$ cat src/hdl/unordered_list_table_engine_macros.svh
`ifndef UNORDERED_LIST_TABLE_ENGINE_MACROS_SVH
`define UNORDERED_LIST_TABLE_ENGINE_MACROS_SVH

// Same-cycle implication, disabled while reset is high.
`define ULTE_ASSERT_IMPLIES(label, clk, rst, cond, prop) \
   label: assert property (@(posedge clk) disable iff (rst) (cond) |-> (prop)) \
      else $error("list table engine check failed");

// Next-cycle implication, disabled while reset is high.
`define ULTE_ASSERT_NEXT(label, clk, rst, cond, prop) \
   label: assert property (@(posedge clk) disable iff (rst) (cond) |=> (prop)) \
      else $error("list table engine sequencing check failed");

`endif

$ cat src/hdl/ulte_pkg.sv
package ulte_pkg;

   localparam int FUNC_WIDTH   = 3;
   localparam int DATA_WIDTH   = 32;
   localparam int POS_WIDTH    = 11;
   localparam int STATUS_WIDTH = 3;
   localparam int INDEX_WIDTH  = 10;
   localparam int COUNT_WIDTH  = 11;

   typedef logic [FUNC_WIDTH-1:0]          func_type;
   typedef logic signed [DATA_WIDTH-1:0]   data_type;
   typedef logic [POS_WIDTH-1:0]           pos_type;
   typedef logic [STATUS_WIDTH-1:0]        status_type;
   typedef logic [INDEX_WIDTH-1:0]         index_type;
   typedef logic [COUNT_WIDTH-1:0]         count_type;

   localparam func_type FUNC_APPEND   = 3'd0;
   localparam func_type FUNC_FIND     = 3'd1;
   localparam func_type FUNC_REPLACE  = 3'd2;
   localparam func_type FUNC_DELETE   = 3'd3;
   localparam func_type FUNC_WRITE_AT = 3'd4;
   localparam func_type FUNC_MAX      = 3'd5;

   localparam status_type STATUS_OK        = 3'd0;
   localparam status_type STATUS_NOT_FOUND = 3'd1;
   localparam status_type STATUS_FULL      = 3'd2;
   localparam status_type STATUS_EMPTY     = 3'd3;
   localparam status_type STATUS_BAD_POS   = 3'd4;

   typedef struct packed {
      logic equal;
      logic greater;
   } cmp_result_type;

endpackage

$ cat src/hdl/ulte_cmp.sv
module ulte_cmp #(
   parameter int VALUE_WIDTH = 32
) (
   input  logic signed [VALUE_WIDTH-1:0] lhs,
   input  logic signed [VALUE_WIDTH-1:0] rhs,
   output ulte_pkg::cmp_result_type      result
);
   import ulte_pkg::*;

   assign result = cmp_result_type'{equal: (lhs == rhs), greater: (lhs > rhs)};

endmodule

$ cat config.mk
export PLATFORM = sky130hd
export DESIGN_NAME = ulte_cmp
export DESIGN_NICKNAME = d
export VERILOG_FILES = /design/src/hdl/unordered_list_table_engine_macros.svh /design/src/hdl/ulte_pkg.sv /design/src/hdl/ulte_cmp.sv
export SDC_FILE = /design/constraint.sdc
export NUM_CORES = 1
export LEC_CHECK = 0
export CORE_MARGIN = 2
export CORE_UTILIZATION = 40
export DETAILED_ROUTE_END_ITERATION = 12
export DONT_BUFFER_PORTS = 1
export GPL_ROUTABILITY_DRIVEN = 0
export SLEW_MARGIN = 10
export SYNTH_ARGS = -nofsm -noshare
export SYNTH_HDL_FRONTEND = slang
export SYNTH_SLANG_ARGS = --single-unit
$ cat constraint.sdc
create_clock -name vclk -period 3.1
set_input_delay 0.62 -clock vclk [all_inputs]
set_output_delay 0.62 -clock vclk [all_outputs]
set_load 0.02 [all_outputs]
# == Word level (Yosys, flattened, before mapping) ==
# Cells that the tools add are included.
# Widths: inputs -> output; s select.
# op_classes
n_eq_ne,1
n_lt_le_gt_ge,1
# op_table
operator,count
$eq 32x32->1,1
$gt 32x32->1,1
# word_totals
elab_cells,2
register_bits,0
output_inout_bits,2
in_bits,64

# == Depth between registers and ports, before layout ==
# Gate-level depths: netlist (run 1).
# depth
word_depth,1
ltp_mapped,8
ltp_nobuf,8

# == Least setup slack after synthesis (run 1) ==
# OpenSTA, ideal clock, no wires.
# synth_path
path_kind,in2out
start,input rhs[31]
end,output result[0] (netlist bit)
n_path_buf,0
path_stages,8
required_ns,2.480
path_slack_ns,0.368
t_arrival_ns,2.112
cell_sequence,inv_1 ha_1 and4_1 nand4_1 or3_1 a31oi_1 o221ai_1 nand2b_1
# synth_lines
element,line_no,source
from (decl),ulte_cmp.sv:5,"input logic signed [VALUE_WIDTH-1:0] rhs,"
to (decl),ulte_cmp.sv:6,output ulte_pkg::cmp_result_type result

==> results of run 1 <==
==> cell type report <==
class                      count  area share
inverter                      33      0.1400
tap                           27     0.03819
multi-input combinational     81      0.8218
==> Yosys cell counts, drive strengths merged <==
| master | n | area, um^2 |
|---|---|---|
| nand3 | 2 | 10.01 |
| ha | 32 | 400.4 |
| a21o | 4 | 30.03 |
| nand2b | 3 | 26.27 |
| o21ai | 5 | 25.02 |
| o211a | 1 | 10.01 |
| nor4 | 1 | 21.27 |
| nand2 | 6 | 22.52 |
| and4 | 1 | 8.760 |
| nand4 | 6 | 43.79 |
| and2 | 1 | 6.260 |
| nor2 | 2 | 7.510 |
| nor2b | 1 | 6.260 |
| a31oi | 1 | 6.260 |
| a221oi | 3 | 26.28 |
| inv | 33 | 123.9 |
| a221o | 1 | 10.01 |
| a21oi | 8 | 40.04 |
| or3 | 1 | 6.260 |
| nor3 | 1 | 5.000 |
| o221ai | 1 | 8.760 |
==> power groups by stage <==
stage / logic [mW] / registers (mW) / clock network [mW]
floorplan: 0.0800 / 0 / 0
global placement: 0.0935 / 0 / 0
detailed placement: 0.0973 / 0 / 0
CTS: 0.0976 / 0 / 0
global route: 0.115 / 0 / 0
finish: 0.0958 / 0 / 0
==> worst max-delay path by stage <==
stage | cells after the start | from | to
floorplan | 8 | rhs[31] | result[0]
global placement | 8 | rhs[31] | result[0]
detailed placement | 8 | rhs[31] | result[0]
CTS | 8 | rhs[31] | result[0]
global route | 8 | rhs[31] | result[0]
finish | 8 | rhs[31] | result[0]
==> cell families (layout without fill, tap and decap cells) <==
kind of cell               after synthesis  after routing  synth area share
AOI/OAI and AO/OA                       24             24            0.1852
and+or+nand+nor                         25             25            0.1941
buffers and inverters                   33             33            0.1467
adders and majority gates               32             32            0.4741
==> per-layer routing <==
layer / track usage / wire, um / up-vias
li1: - / - / 397
met1: 0.1522 / 636 / 319
met2: 0.2400 / 805 / 36
met3: 0.009091 / 123 / 0
met4: 0 / 0 / 0
met5: 0 / 0 / -
==> what timing repair did <==
item,4_1_cts,5_1_grt
setup endpoints to repair,0,1
hold buffers,0,0
gates resized for setup,0,1
==> flow_summary.ini, run 1 <==
[setup_path]
path_buf_inv = 1
cp-start-kind = input pin
cp_cell_sequence = inv_1 > ha_1 > and4_1 > nand4_1 > or3_1 > nand2b_4 > o221ai_1 > nand2b_1
slowest_stage = or3_1
critPathKind = input pin to primary output
cp_max_fo = 4
critPathMaxStageDelay_ns = 0.43
crit_path_end_kind = primary output
critPathTopFamily = simple AND/OR/NAND/NOR gates
crit_required_ns = 2.48
arrival_ns = 2.29

[power_and_ir_drop]
power.share.switching = 0.5373
power.internal_mw = 0.04434
total_power_mw = 0.09583
leakage_nw = 0.5629
p_seq_frac = 0
power.density_nw_per_um2 = 108.3
irDropWorstVdd_uv = 46.92
switchingPower_mw = 0.05148
p_comb_frac = 1.000
pwr-share-clk = 0

[detailed_routing]
drc = 0
dr.pass1.iters = 4
ant_nets = 0
drt_iter0_drc = 5
drt-total-wl_um = 1565
dr_total_vias = 752
drt-wirelength-per-cell_um = 11.10
via_per_inst = 5.333

[job]
max_cap_violations = 0

[finish]
design.seq.count = 0
n_clock_buffer = 0
regArea_um2 = 0
fin_nets = 212
layout.cells.non_filler = 141
finish.instance_area_um2 = 884.6
multi_input_area_um2 = 726.9
drive_gt1_frac = 0.03509
num_antenna_cells = 0
layout_commonest_cell = inv_1
area_delta_synth_final_pct = 4.741
fillers = 213
utilization = 0.4463
layout_common_cells = 33 x inv_1, 32 x ha_1, 8 x a21oi_1

[placement]
place_ws_ns = 0.1822
placed_area_um2 = 878.3
placedCellCount = 141
io_buffers = 0
dp_hpwl_um = 1574

[yosys]
postSynthCellCount = 114
synth_cell_types = 23
syn_avg_cell_area_um2 = 7.408
seq_area_frac_synth = 0
synth_nets = 210
synth_warnings = 0
synth_area_um2 = 844.6

[floorplan]
rows = 16
die_h_um = 49.95
initial_core_util = 0.4261
core_um2 = 1982
die_x_um = 49.95
io_pins = 66
die_area_um2 = 2495

[timing]
setup_ws_ns = 0.1871
drv_slew = 0
timing.hold.ws_ns = 1.658
fmax_ghz = 0.3433
hold_viol = 0
worstMarginPinSlew_ns = 0.3908
final.setup.tns_ns = 0
rsz0062_at_grt = false
fin_crit_ns = 2.913
fin_crit_sh = 0.9396
max_slew_margin = 0.7385
finalSetupViolCount = 0

[global_routing]
grt_pass1_vias = 741
grt_start_max_net_pins = 5
grt_antenna_before_repair = 0
grt_pass1_wl_um = 2608
gr-total-overflow = 0
grtUsageTotal = 0.1226

[min_path]
holdCritPathClass = input pin to primary output
hold_path_depth = 3
hold_start = rhs[0]
holdPathEnd = result[1]

[run_status]
status = complete, no violations

[clock_network]
post_cts_buffers = 0
Power figures use the tool's default switching activity.
==> run 2: changes to the inputs <==
--- a/config.mk
+++ b/config.mk
@@ -14,3 +14,4 @@
 export SYNTH_ARGS = -nofsm -noshare
 export SYNTH_HDL_FRONTEND = slang
 export SYNTH_SLANG_ARGS = --single-unit
+export TNS_END_PERCENT = 20
==> constraint.sdc (replaced) <==
create_clock -name vclk -period 3.5
set_input_delay 0.7 -clock vclk [all_inputs]
set_output_delay 0.7 -clock vclk [all_outputs]
set_load 0.02 [all_outputs]
==> run 2 against run 1 <==
Sequential share of layout area did not move. Non-clock buffer count did not move. Hold slack improved by 0.16 ns. Highest routed layer unchanged. Critical path type unchanged. Total power fell by 12%. Cell count did not move. Combinational power fell by 12%.
==> flow_summary.ini, run 2 (synthesis results as in run 1) <==
[run_status]
status = complete, no violations

[power_and_ir_drop]
power.share.switching = 0.5371
pwr-share-clk = 0
leakage_nw = 0.5627
switchingPower_mw = 0.04550
power.internal_mw = 0.03922
p_seq_frac = 0
total_power_mw = 0.08473
p_comb_frac = 1.000
power.density_nw_per_um2 = 96.46
irDropWorstVdd_uv = 39.39

[timing]
max_slew_margin = 0.7364
setup_ws_ns = 0.4020
fin_crit_sh = 0.8852
rsz0062_at_grt = false
worstMarginPinSlew_ns = 0.3940
fin_crit_ns = 3.098
drv_slew = 0
finalSetupViolCount = 0
fmax_ghz = 0.3228
hold_viol = 0
final.setup.tns_ns = 0

[detailed_routing]
via_per_inst = 5.312
drt-total-wl_um = 1556
drt-wirelength-per-cell_um = 11.04
drt_iter0_drc = 3
dr.pass1.iters = 2
dr_total_vias = 749
drc = 0
ant_nets = 0

[setup_path]
crit_required_ns = 2.80
crit_path_end_kind = primary output
cp-start-kind = input pin
cp_max_fo = 4
critPathKind = input pin to primary output
arrival_ns = 2.40

[min_path]
hold_path_depth = 3
hold_start = rhs[0]
holdPathEnd = result[1]
holdCritPathClass = input pin to primary output

[finish]
n_clock_buffer = 0
finish.instance_area_um2 = 878.3
fin_nets = 212
regArea_um2 = 0
num_antenna_cells = 0
utilization = 0.4432
area_delta_synth_final_pct = 4.000
layout_commonest_cell = inv_1
layout_common_cells = 33 x inv_1, 32 x ha_1, 8 x a21oi_1
drive_gt1_frac = 0.02632
design.seq.count = 0

[floorplan]
die_area_um2 = 2495
io_pins = 66
die_h_um = 49.95
initial_core_util = 0.4261
die_x_um = 49.95
rows = 16
core_um2 = 1982

[clock_network]
cts_hold_buffers = 0
cts_resized = 0
post_cts_buffers = 0

[global_routing]
grt_pass1_vias = 736
grt_antenna_before_repair = 0
gr-total-overflow = 0
grt_pass1_wl_um = 2573
grtUsageTotal = 0.1208
grt_start_max_net_pins = 5

[placement]
dp_hpwl_um = 1552
io_buffers = 0
place_ws_ns = 0.4189
placed_area_um2 = 878.3

[job]
max_cap_violations = 0
-- run 2: cell counts in the layout (fill, tap and decap cells not counted) --
Identical to the previous run, type by type.
-- run 2: cell type report --
class / instances / area [um^2]
fill: 215 / 1104
inverter: 33 / 123.9
multi-input combinational: 81 / 720.7
tap: 27 / 33.78
-- run 2: power by group through the flow --
| stage | clock network [mW] | logic, mW | registers (mW) |
|---|---|---|---|
| 2_1_floorplan | 0 | 0.0708 | 0 |
| 3_3_place_gp | 0 | 0.0828 | 0 |
| 3_5_place_dp | 0 | 0.0861 | 0 |
| 4_1_cts | 0 | 0.0866 | 0 |
| 5_1_grt | 0 | 0.101 | 0 |
| 6_report | 0 | 0.0847 | 0 |
-- run 2: how the worst max path moves through the flow --
stage / start / to / slack [ns]
after floorplan: rhs[31] / result[0] / 0.61
after global placement: rhs[31] / result[0] / 0.45
after detailed placement: rhs[31] / result[0] / 0.42
after CTS: rhs[31] / result[0] / 0.40
after global routing: rhs[31] / result[0] / 0.25
final: rhs[31] / result[0] / 0.40
-- run 2: critical path, stage by stage --
cell	delay, ns
inv_1	0.02
ha_1	0.32
and4_1	0.21
nand4_1	0.12
or3_1	0.42
a31oi_1	0.22
o221ai_1	0.17
nand2b_1	0.22
-- run 2: through the flow --
| step | hold WS (ns) | std cells |
|---|---|---|
| detailed placement | 1.828 | 141 |
| global placement | 1.827 | 141 |
| CTS | 1.828 | 141 |
| global route | 1.870 | 141 |
| finish | 1.819 | 141 |
| floorplan | 1.787 | 114 |
-- run 2: metal layers --
metal  global-route usage  routed length [um]  share of wire  up-vias
li1                     -                   -              -      399
met5                    0                   0              0        -
met3              0.01515                 115          0.074        0
met4                    0                   0              0        0
met2               0.2422                 810           0.52       34
met1               0.1413                 630           0.40      316
==> run 3: changes to the inputs <==
==> constraint.sdc (replaced) <==
create_clock -name vclk -period 3.5
set_input_delay 0.7 -clock vclk [all_inputs]
set_output_delay 0.7 -clock vclk [all_outputs]
set_load 0.01 [all_outputs]
==> run 3 against run 2 <==
Total power decreased by 1.6%. Routed wire length increased by 2.1%. Sequential share of layout area unchanged. Core utilization unchanged. Setup slack improved by 0.069 ns.
==> flow_summary.ini, run 3 (synthesis results as in run 1) <==
[finish]
area_delta_synth_final_pct = 4.000
fin_nets = 212
layout_commonest_cell = inv_1
layout_common_cells = 33 x inv_1, 32 x ha_1, 8 x a21oi_1
drive_gt1_frac = 0.02632
design.seq.count = 0
fillers = 220
n_clock_buffer = 0
regArea_um2 = 0
num_antenna_cells = 0
finish.instance_area_um2 = 878.3

[floorplan]
die_h_um = 49.95
die_area_um2 = 2495
io_pins = 66
initial_core_util = 0.4261
die_x_um = 49.95
core_um2 = 1982
rows = 16

[detailed_routing]
via_per_inst = 5.397
drt-total-wl_um = 1588
drt_iter0_drc = 3
dr.pass1.iters = 3
drc = 0
dr_total_vias = 761
ant_nets = 0
drt-wirelength-per-cell_um = 11.26

[setup_path]
worstSetupEndpoint = result[0]
crit_path_end_kind = primary output
critPathKind = input pin to primary output
crit_required_ns = 2.80
path_buf_inv = 1
cp.depth = 8
crit_start = rhs[31]
critPathMaxStageDelay_ns = 0.42
slowest_stage = or3_1
cp_cell_sequence = inv_1 > ha_1 > and4_1 > nand4_1 > or3_1 > a31oi_1 > o221ai_1 > nand2b_1
cp-start-kind = input pin
arrival_ns = 2.33
critPathTopFamily = simple AND/OR/NAND/NOR gates
cp_max_fo = 4

[min_path]
holdCritPathClass = input pin to primary output

[power_and_ir_drop]
irDropWorstVdd_uv = 36.16
power.internal_mw = 0.03918
power.density_nw_per_um2 = 94.91
leakage_nw = 0.5627
p_comb_frac = 1.000
pwr-share-clk = 0
switchingPower_mw = 0.04419
power.share.switching = 0.5301
p_seq_frac = 0

[global_routing]
grt_pass1_wl_um = 2649
grt_start_max_net_pins = 5
grtUsageTotal = 0.1239
grt_antenna_before_repair = 0
grt_pass1_vias = 754
gr-total-overflow = 0

[timing]
fmax_ghz = 0.3302
drv_slew = 0
max_slew_margin = 0.8039
finalSetupViolCount = 0
rsz0062_at_grt = false
final.setup.tns_ns = 0
hold_viol = 0
fin_crit_ns = 3.029
worstMarginPinSlew_ns = 0.2919
fin_crit_sh = 0.8653

[placement]
io_buffers = 0
dp_hpwl_um = 1591
placed_area_um2 = 878.3

[clock_network]
cts_resized = 0
post_cts_buffers = 0
cts_hold_buffers = 0

[job]
max_cap_violations = 0

[run_status]
status = complete, no violations
## run 3: cell counts in the layout (fill, tap and decap cells not counted)
No cell type changed its count.
## run 3: through the flow
stage	util	hold WS [ns]	setup WS (ns)	instances	power [mW]
after floorplan	-	1.755	0.6742	114	0.06927
after global placement	0.4432	1.795	0.5190	141	0.08130
after detailed placement	0.4432	1.803	0.4824	141	0.08492
after CTS	0.4432	1.802	0.4709	141	0.08529
after global routing	0.4432	1.830	0.3162	141	0.09909
final	0.4432	1.806	0.4713	141	0.08336
## run 3: how the worst min path moves through the flow
stage           start        end  depth (start not counted)
3_5_place_dp   rhs[0]  result[1]                          3
5_1_grt        lhs[2]  result[1]                          3
6_report       lhs[2]  result[1]                          3
2_1_floorplan  rhs[0]  result[1]                          3
3_3_place_gp   rhs[0]  result[1]                          3
4_1_cts        lhs[2]  result[1]                          3
## run 3: area by class of cell
cell class         count  area [um^2]  area share
multi-input cells     81        720.7      0.8205
well taps             27        33.78     0.03846
inverters             33        123.9      0.1410
## run 3: power by group through the flow
stage	combinational (mW)	sequential, mW	clock, mW
6_report	0.0834	0	0
2_1_floorplan	0.0693	0	0
3_3_place_gp	0.0813	0	0
5_1_grt	0.0991	0	0
4_1_cts	0.0853	0	0
3_5_place_dp	0.0849	0	0
## run 3: per-layer routing
metal  wire, um  global-route usage  share of wire
met1        645              0.1449           0.41
met2        842              0.2556           0.53
met4          0                   0              0
met5          0                   0              0
met3        100            0.006061          0.063
